## src/sv/bmaps_queue.sv

```systemverilog
// Small synchronous FIFO with occupancy count.
module bmaps_queue #(
	parameter int W     = 8,
	parameter int DEPTH = 2
) (
	input  logic                       clk,
	input  logic                       arst_n,
	input  logic                       push,
	input  logic [W-1:0]               push_data,
	input  logic                       pop,
	output logic [W-1:0]               pop_data,
	output logic                       empty,
	output logic                       full,
	output logic [$clog2(DEPTH+1)-1:0] count
);
	localparam int AW = (DEPTH > 1) ? $clog2(DEPTH) : 1;
	localparam int CW = $clog2(DEPTH + 1);

	logic [W-1:0]  mem_q [DEPTH];
	logic [AW-1:0] wr_ptr_q, rd_ptr_q;
	logic [CW-1:0] count_q;
	logic          do_push, do_pop;

	assign empty    = (count_q == CW'(0));
	assign full     = (count_q == CW'(DEPTH));
	assign count    = count_q;
	assign do_push  = push && !full;
	assign do_pop   = pop && !empty;
	assign pop_data = mem_q[rd_ptr_q];

	always_ff @(posedge clk) begin
		if (do_push) begin
			mem_q[wr_ptr_q] <= push_data;
		end
	end

	always_ff @(posedge clk or negedge arst_n) begin
		if (!arst_n) begin
			wr_ptr_q <= '0;
			rd_ptr_q <= '0;
			count_q  <= '0;
		end else begin
			if (do_push) begin
				wr_ptr_q <= (wr_ptr_q == AW'(DEPTH - 1)) ? '0 : wr_ptr_q + AW'(1);
			end
			if (do_pop) begin
				rd_ptr_q <= (rd_ptr_q == AW'(DEPTH - 1)) ? '0 : rd_ptr_q + AW'(1);
			end
			if (do_push && !do_pop) begin
				count_q <= count_q + CW'(1);
			end else if (do_pop && !do_push) begin
				count_q <= count_q - CW'(1);
			end
		end
	end

endmodule

```

## config.mk

```make
export PLATFORM = sky130hd
export DESIGN_NAME = bmaps_queue
export DESIGN_NICKNAME = d
export VERILOG_FILES = /design/src/sv/bmaps_queue.sv
export SDC_FILE = /design/constraint.sdc
export NUM_CORES = 1
export LEC_CHECK = 0
export BUFFER_PORTS_ARGS = -buffer_cell sky130_fd_sc_hd__buf_2
export CORE_UTILIZATION = 51
export CTS_BUF_LIST = sky130_fd_sc_hd__clkbuf_2 sky130_fd_sc_hd__clkbuf_4 sky130_fd_sc_hd__clkbuf_8
export CTS_CLUSTER_DIAMETER = 120
export DETAILED_ROUTE_END_ITERATION = 10
export PLACE_DENSITY = 0.91
export SYNTH_ARGS = -nofsm -noshare
export SYNTH_HDL_FRONTEND = slang
export SYNTH_SLANG_ARGS = --single-unit
```

## constraint.sdc

```tcl
create_clock -name clk -period 1.8 [get_ports clk]
set_clock_uncertainty 0.15 [all_clocks]
set_input_delay 0.27 -clock clk [delete_from_list [all_inputs] [get_ports clk]]
set_output_delay 0.27 -clock clk [all_outputs]
set_load 0.005 [all_outputs]
```

==> results.json <==
{
  "status": "complete, no violations",
  "dp_hpwl_um": 878,
  "fillers": 98,
  "yosys-top-cells-area": "edfxtp_1, dfrtp_1, mux2_1",
  "path_max_fanout": 9,
  "vias": 442,
  "dieArea_um2": 1680,
  "fin_nets": 87,
  "netlist.top_cell.by_area": "edfxtp_1",
  "cts_tree": "built",
  "crit_cells": 2,
  "drt-pass1-iter-count": 2,
  "coreArea_um2": 1350,
  "clockRootBuffer": "clkbuf_4",
  "regArea_um2": 582,
  "arrival_ns": 1.29,
  "rows": 13,
  "area_growth_pct": 25.0,
  "grt_pass1_vias": 423,
  "yosysWarnings": 0,
  "post_cts_buffers": 0,
  "endpoint_kind": "output port",
  "rsz0062_at_grt": "no",
  "p_per_area_nw_per_um2": 1500,
  "worstHoldPathType": "primary input to flop",
  "drtIter0Drc": 8,
  "yosysTopAreaCellShare": 0.620,
  "finalInstanceArea_um2": 968,
  "grt_overflow": 0,
  "insertedDiodeCount": 0,
  "p_leak_nw": 0.410,
  "r2r_setup_slack_ns": 0.18,
  "syn-num-nets": 57,
  "path_cells": "mux2_2 > buf_2",
  "dpl_cell_area_um2": 911,
  "worst_ep_required_time_ns": 1.38,
  "grt_antenna_before_repair": 0,
  "synth-seq-cells": 20,
  "die_x_um": 41.0,
  "grt_usage": 0.173,
  "holdPathStages": 1,
  "final_cell_mix": "buf_2, edfxtp_1, mux2_1",
  "dp_worst_setup_slack_ns": 0.187,
  "ant_nets": 0,
  "setup_tns_ns": 0,
  "critical_path_class": "flop to output port",
  "vias_per_cell": 5.02,
  "path_buf_inv": 1,
  "tightestPinTransition_ns": 0.383,
  "wl_per_cell_um": 13.6,
  "cts_made_buffers": 3,
  "setup_ws_ns": 0.0930,
  "final_common_cell": "buf_2",
  "wl_mm": 1.20,
  "cp_slowest_cell": "dfrtp_2",
  "slowest_delay_ns": 0.51,
  "cp_top_family": "flip-flops",
  "setup.worst_path.start_class": "flop",
  "cts_sinks": 20,
  "regToRegEndpoint": "count[1]$_DFFE_PN0P_",
  "synth.distinct_cells": 14,
  "port-buffer-count": 23,
  "slew_violations": 0,
  "hold_viol_final": 0,
  "r2r-start": "count[0]$_DFFE_PN0P_",
  "startpoint": "rd_ptr_q$_DFFE_PN0P_",
  "period_minus_slack_ns": 1.71,
  "syn_area_um2": 774,
  "hold_end": "mem_q[0][2]$_DFFE_PP_",
  "r2r_cells": 7,
  "slew_headroom": 0.745,
  "netlist_instances": 44,
  "clk_latency_ns": 0.30,
  "synth.avg_cell_area_um2": 17.6,
  "routabilityCongestion": 0.674,
  "max_freq_mhz": 586,
  "io_pins": 24,
  "multi_input_area_um2": 181,
  "design_power_total_mw": 1.45,
  "grt_max_degree": 12,
  "vdd_ir_drop_max_v": 0.000979,
  "initial_core_util": 0.574,
  "clk_pin_slew_worst_paths_ns": 0.11,
  "drive_gt1_frac": 0.425,
  "min-delay-start": "push_data[2]",
  "setup_violations": 0,
  "maxCapViolCount": 0,
  "ys_seq_area_frac": 0.750,
  "grt_pass1_wl_mm": 1.77,
  "h-tree-depth": 1,
  "fin_crit_sh": 0.948,
  "die_y_um": 41.0,
  "drc": 0,
  "clock_path_buffers": 2
}
## layout make-up
| cell class | instances | area share |
|---|---|---|
| Clock buffer | 4 | 0.0375 |
| Inverter | 2 | 0.00775 |
| Multi-Input combinational cell | 21 | 0.187 |
| Sequential cell | 20 | 0.601 |
| Tap cell | 15 | 0.0194 |
| Timing Repair Buffer | 26 | 0.147 |
## worst max path at each step
| stage | to | slack, ns |
|---|---|---|
| 5_1_grt | pop_data[3] | 0.03 |
| 3_3_place_gp | count[1]$_DFFE_PN0P_ | 0.22 |
| 3_5_place_dp | count[1]$_DFFE_PN0P_ | 0.19 |
| 6_report | pop_data[7] | 0.09 |
| 4_1_cts | pop_data[7] | 0.09 |
| 2_1_floorplan | mem_q[0][0]$_DFFE_PP_ | 0.24 |
## metal layers
metal  global-route usage  up-vias  share of wire
met5                    0        -              0
met4                0.125        0          0.016
met3               0.0163        2          0.044
met2                0.301       17           0.51
met1                0.196      207           0.43
li1                     -      216              -
## registers in the layout (all words and copies together), names as in the netlist
signal	count
rd_ptr_q	1
mem_q	16
wr_ptr_q	1
count	2
## timing repair
item | CTS | global route
endpoints found under the setup margin | 5 | 0
hold endpoints to repair | 4 | 2
resized for setup | 1 | 0
hold buffers | 1 | 1
## synthesized netlist by cell type
| master | instances |
|---|---|
| and3_1 | 1 |
| buf_2 | 1 |
| dfrtp_1 | 4 |
| edfxtp_1 | 16 |
| ha_1 | 1 |
| inv_1 | 2 |
| mux2_1 | 7 |
| mux2_2 | 1 |
| nand2_2 | 1 |
| nand2b_1 | 1 |
| nor2_1 | 3 |
| o21ai_1 | 1 |
| xnor2_1 | 3 |
| xor2_1 | 2 |
## logic make-up (layout without fill, tap and decap cells)
logic type               after synthesis  count (layout)  share of synthesized area
adder cells (fa/ha/maj)                1               1                     0.0162
flip-flops                            20              20                      0.750
XOR/XNOR                               5               5                     0.0566
AO/OA/AOI/OAI                          1               1                    0.00646
AND/OR/NAND/NOR                        6               6                     0.0388
multiplexers                           8               8                      0.116
buffers and inverters                  3              32                     0.0162
## power breakdown
| part | leakage [nW] | switching (mW) | internal [mW] |
|---|---|---|---|
| combinational | 0.195 | 0.200 | 0.249 |
| sequential | 0.194 | 0.0995 | 0.649 |
| clock | 0.0210 | 0.131 | 0.123 |
| total | 0.410 | 0.431 | 1.02 |
## through the flow
step	utilization	hold slack, ns	instances
finish	0.717	0.00840	88
detailed placement	0.675	-0.0687	82
global route	0.717	0.000475	88
CTS	0.710	0.0105	87
global placement	0.675	-0.0683	82
floorplan	-	-0.176	44
Note: power is estimated with default switching activity, not from simulation.
