===== src/sv/bmaps_pkg.sv =====
// Shared types and constants for the block peak-magnitude reducer.
package bmaps_pkg;

	localparam int SAMPLE_W    = 16;
	localparam int TRACE_W     = 8;
	localparam int BS_W        = 9;
	localparam int SC_W        = 13;
	localparam int CFG_DATA_W  = 13;
	localparam int CNT_W       = 17;
	localparam int IN_Q_DEPTH  = 2;
	localparam int OUT_Q_DEPTH = 4;

	localparam logic [BS_W-1:0] BS_RESET = 9'd1;
	localparam logic [SC_W-1:0] SC_RESET = 13'd4096;

	typedef enum logic [0:0] {
		REG_BLOCK_SIZE   = 1'b0,
		REG_SAMPLE_COUNT = 1'b1
	} cfg_reg_t;

	typedef struct packed {
		logic first;
		logic emit;
		logic block_end;
	} cmd_flags_t;

endpackage


===== src/sv/bmaps_front.sv =====
// Front end: config registers, position/trace counters and word classification.
module bmaps_front #(
	parameter int MAX_SAMPLES = 4096,
	parameter int MAX_BLOCK   = 256,
	parameter int PW          = 12
) (
	input  logic                                 clk,
	input  logic                                 arst_n,
	input  logic                                 cfg_we,
	input  bmaps_pkg::cfg_reg_t                  cfg_index,
	input  logic [bmaps_pkg::CFG_DATA_W-1:0]     cfg_data,
	input  logic                                 accept,
	input  logic [bmaps_pkg::SAMPLE_W-1:0]       sample,
	output logic [PW-1:0]                        cmd_addr,
	output logic [bmaps_pkg::SAMPLE_W-1:0]       cmd_mag,
	output logic [bmaps_pkg::TRACE_W-1:0]        cmd_trace,
	output bmaps_pkg::cmd_flags_t                cmd_flags
);
	import bmaps_pkg::*;

	localparam int TW = (MAX_BLOCK > 1) ? $clog2(MAX_BLOCK) : 1;

	logic [BS_W-1:0]  block_size_q;
	logic [SC_W-1:0]  sample_count_q;
	logic [PW-1:0]    pos_q;
	logic [TW-1:0]    trace_q;
	logic [CNT_W-1:0] ns_eff, nb_eff;
	logic             last_pos, last_trace;

	always_comb begin
		if (sample_count_q == '0) begin
			ns_eff = CNT_W'(1);
		end else if (CNT_W'(sample_count_q) > CNT_W'(MAX_SAMPLES)) begin
			ns_eff = CNT_W'(MAX_SAMPLES);
		end else begin
			ns_eff = CNT_W'(sample_count_q);
		end
		if (block_size_q == '0) begin
			nb_eff = CNT_W'(1);
		end else if (CNT_W'(block_size_q) > CNT_W'(MAX_BLOCK)) begin
			nb_eff = CNT_W'(MAX_BLOCK);
		end else begin
			nb_eff = CNT_W'(block_size_q);
		end
		last_pos   = (CNT_W'(pos_q) + CNT_W'(1)) >= ns_eff;
		last_trace = (CNT_W'(trace_q) + CNT_W'(1)) >= nb_eff;
	end

	assign cmd_addr  = pos_q;
	assign cmd_mag   = sample[SAMPLE_W-1] ? SAMPLE_W'(~sample + SAMPLE_W'(1)) : sample;
	assign cmd_trace = TRACE_W'(trace_q);
	assign cmd_flags = '{first: (trace_q == '0), emit: last_trace, block_end: last_pos};

	always_ff @(posedge clk or negedge arst_n) begin
		if (!arst_n) begin
			block_size_q   <= BS_RESET;
			sample_count_q <= SC_RESET;
		end else if (cfg_we) begin
			unique case (cfg_index)
				REG_BLOCK_SIZE:   block_size_q   <= BS_W'(cfg_data);
				REG_SAMPLE_COUNT: sample_count_q <= SC_W'(cfg_data);
			endcase
		end
	end

	always_ff @(posedge clk or negedge arst_n) begin
		if (!arst_n) begin
			pos_q   <= '0;
			trace_q <= '0;
		end else if (accept) begin
			if (last_pos) begin
				pos_q   <= '0;
				trace_q <= last_trace ? '0 : trace_q + TW'(1);
			end else begin
				pos_q <= pos_q + PW'(1);
			end
		end
	end

endmodule


===== config.mk =====
export PLATFORM = sky130hd
export DESIGN_NAME = bmaps_front
export DESIGN_NICKNAME = d
export VERILOG_FILES = /design/src/sv/bmaps_pkg.sv /design/src/sv/bmaps_front.sv
export SDC_FILE = /design/constraint.sdc
export NUM_CORES = 1
export LEC_CHECK = 0
export ABC_AREA = 1
export BUFFER_PORTS_ARGS = -buffer_cell sky130_fd_sc_hd__buf_2
export CAP_MARGIN = 20
export CORE_AREA = 2 2 80 82
export DETAILED_ROUTE_END_ITERATION = 6
export DIE_AREA = 0 0 82 84
export GPL_TIMING_DRIVEN = 0
export PLACE_DENSITY = 0.79
export SETUP_SLACK_MARGIN = 0.02
export SYNTH_ARGS = -nofsm -noshare
export SYNTH_HDL_FRONTEND = slang
export SYNTH_SLANG_ARGS = --single-unit

===== constraint.sdc =====
create_clock -name clk -period 3.48 [get_ports clk]
set_clock_uncertainty 0.1 [all_clocks]
set_input_delay 0.696 -clock clk [delete_from_list [all_inputs] [get_ports clk]]
set_output_delay 0.696 -clock clk [all_outputs]
set_load 0.005 [all_outputs]

==> out/qor.txt <==
Pre-antenna DRT Iters: 4
RSZ-0062 raised after global routing: yes
fin crit share: 0.956
GR Util met1: 0.281
Initial Utilization: 0.530
setup violators final: 0
Antenna diodes: 0
WL/cell: 12.6 um
Fill cells: 517
die area: 0.00689 mm^2
critical path's most frequent cell: nand2_1
Clock Sink Count: 42
vias: 3147
DRC: 0
Power Internal: 0.00119 W
gr busiest metal: met2
IO Port Bufs: 71
Site Rows: 29
clk_lat worst skew: 310 ps
Mapped Area: 0.00323 mm^2
MaxCap Viol Count: 0
CP max stage cell: dfrtp_2
synth unique cells: 34
Slew headroom: 0.396
largest area contributor in the netlist: dfrtp_1
Total Power: 0.00206 W
hold slack: 409 ps
cts hold-fix bufs: 0
placed cells: 592
clk slew on worst S/H paths: 100 ps
min-delay worst type: in2async
WS Path Type: reg2out
cell leakage power: 2.19 nW
WL final: 7.72 mm
Fmax: 301 MHz
Layout Nets: 596
DIE WIDTH: 82 um
vias in the first global route: 2935
CP Cell Sequence: ha_1, nand3_1, nor2_2, inv_1, nand2_1, inv_1, ha_1, a21oi_1, nand2_1, nand2_1, nand4_4, buf_4, buf_2
Ys Warns: 0
core area: 0.00610 mm^2
total track usage: 0.229
Post-DP HPWL: 5.88 mm
final hold vios: 0
initial antenna violation count: 0
Worst Path Required: 2680 ps
global-route wire length before repair: 12.5 mm
grt met2 use: 0.404
CP max stage delay: 430 ps
Seq pwr share: 0.330
gp weighted congestion: 0.879
grt ovf: 0
post-synth top area share: 0.310
global-route met3 utilization: 0.0368
Non-Filler Instances: 614
crit start category: flip-flop
CTS tree: yes
CP Buf/Inv Count: 4
share of cells above drive strength 1: 0.287
worst path arrival time: 2530 ps
Tmin final: 3330 ps
CP Capture Type: output port
Syn Area/Cell: 7.28 um^2
PD cells: 521 mW/mm^2
initial detailed-routing violation count: 252
clock root buffer: clkbuf_8
Top delay family on crit path: simple AND/OR/NAND/NOR gates
synth top area cells: dfrtp_1 (31%), nand2_1 (16%), ha_1 (10%)
largest net degree at the start of global routing: 43
switching power: 0.000873 W
Worst-Margin Slew: 907 ps
Synth Register Bits: 42
syn_nets: 504
io pins: 73
Vias/cell: 5.13
worst-path maximum fanout: 9
vertical die dimension: 84 um
Seq/Total Area, Yosys: 0.326
Switching Fraction: 0.423
Layout area overhead: 22.6%
clock share of power: 0.171
maximum vdd drop: 0.000313 V
number of routed nets with antenna violations: 0
commonest non-fill, non-tap cell in the layout: nand2_1
Clock Path Buffers: 2
Post-Syn Instances: 444
Clock H-tree levels: 2
Num CTS Buffers: 5
status: complete, no violations
count of pins over their slew limit: 0
most frequent cells in the layout: nand2_1 (132), buf_2 (73), inv_1 (61)
combinational power share: 0.499
path summary, 6_finish.rpt:
kind / startpoint / endpoint / slack (ps) / depth (start not counted)
worst max register to register: cmd_addr[1] / cmd_trace[2] / 820 / 17
min in group clk: block_size_q[6] / block_size_q[6] / 420 / 2
max in group asynchronous: arst_n / cmd_addr[0] / 2240 / 1
worst min-delay path: arst_n / sample_count_q[5] / 410 / 1
worst min register to register: block_size_q[6] / block_size_q[6] / 420 / 2
worst max-delay path: cmd_trace[0] / cmd_flags[1] / 150 / 13
kinds of logic (layout without fill, tap and decap cells):
| logic type | count (synthesis) | in the layout | synth area share |
|---|---|---|---|
| XOR/XNOR | 22 | 22 | 0.0596 |
| flip-flops | 42 | 42 | 0.326 |
| AO/OA/AOI/OAI | 47 | 47 | 0.0918 |
| adder cells (fa/ha/maj) | 26 | 26 | 0.101 |
| buffers and inverters | 77 | 170 | 0.101 |
| multiplexers | 3 | 3 | 0.0105 |
| AND/OR/NAND/NOR | 227 | 227 | 0.311 |
timing repair:
action / CTS / global route
setup endpoints to repair: 2 / 2
buffers inserted: 5 / 11
gates resized for setup: 5 / 17
pin swaps: 4 / 7
sequential cells by signal (all words and copies together), names as in the netlist:
name	cells
cmd_trace	8
cmd_addr	12
block_size_q	9
sample_count_q	13
layer usage:
| metal | part of all wire | vias up |
|---|---|---|
| li1 | - | 1593 |
| met5 | 0 | - |
| met1 | 0.43 | 1456 |
| met2 | 0.50 | 88 |
| met3 | 0.053 | 10 |
| met4 | 0.014 | 0 |
synthesized netlist by cell type (all sizes together):
| cell | instances |
|---|---|
| ha | 26 |
| nand2 | 137 |
| o22ai | 5 |
| a31oi | 1 |
| dfstp | 2 |
| a21oi | 7 |
| nor2 | 49 |
| nand3 | 20 |
| dfrtp | 40 |
| nor4 | 3 |
| xor2 | 18 |
| mux2 | 3 |
| o31ai | 1 |
| xnor2 | 4 |
| o21ai | 30 |
| or2 | 1 |
| inv | 65 |
| nand4 | 13 |
| buf | 9 |
| nor3 | 4 |
| clkbuf | 3 |
| a21o | 3 |
power by group through the flow:
stage                     Clock, W  Combinational, W  Sequential (W)
after CTS                 0.000356          0.000968        0.000680
after detailed placement         0          0.000901        0.000699
after global routing      0.000378           0.00117        0.000694
final                     0.000352           0.00103        0.000681
after floorplan                  0          0.000635        0.000676
after global placement           0          0.000867        0.000694
metrics by stage:
step                instance area [um^2]   util  TNS, ps  setup WS [ps]
floorplan                           3230      -        0            447
global placement                    3680  0.604        0           76.8
detailed placement                  3680  0.604        0           53.0
CTS                                 3850  0.631        0           23.0
global route                        3960  0.650    -50.9          -50.9
finish                              3960  0.650        0            153
final cells by class:
cell class                      count  area [um^2]  share of cell area
Sequential cell                    42         1060               0.267
Inverter                           65          244              0.0616
Buffer                             10         62.6              0.0158
Timing Repair Buffer               87          479               0.121
Multi-Input combinational cell    325         1920               0.486
Clock buffer                        5         68.8              0.0174
Tap cell                           77         96.3              0.0243
Clock inverter                      3         28.8             0.00726
No activity file was read; power rests on OpenSTA's default activity.
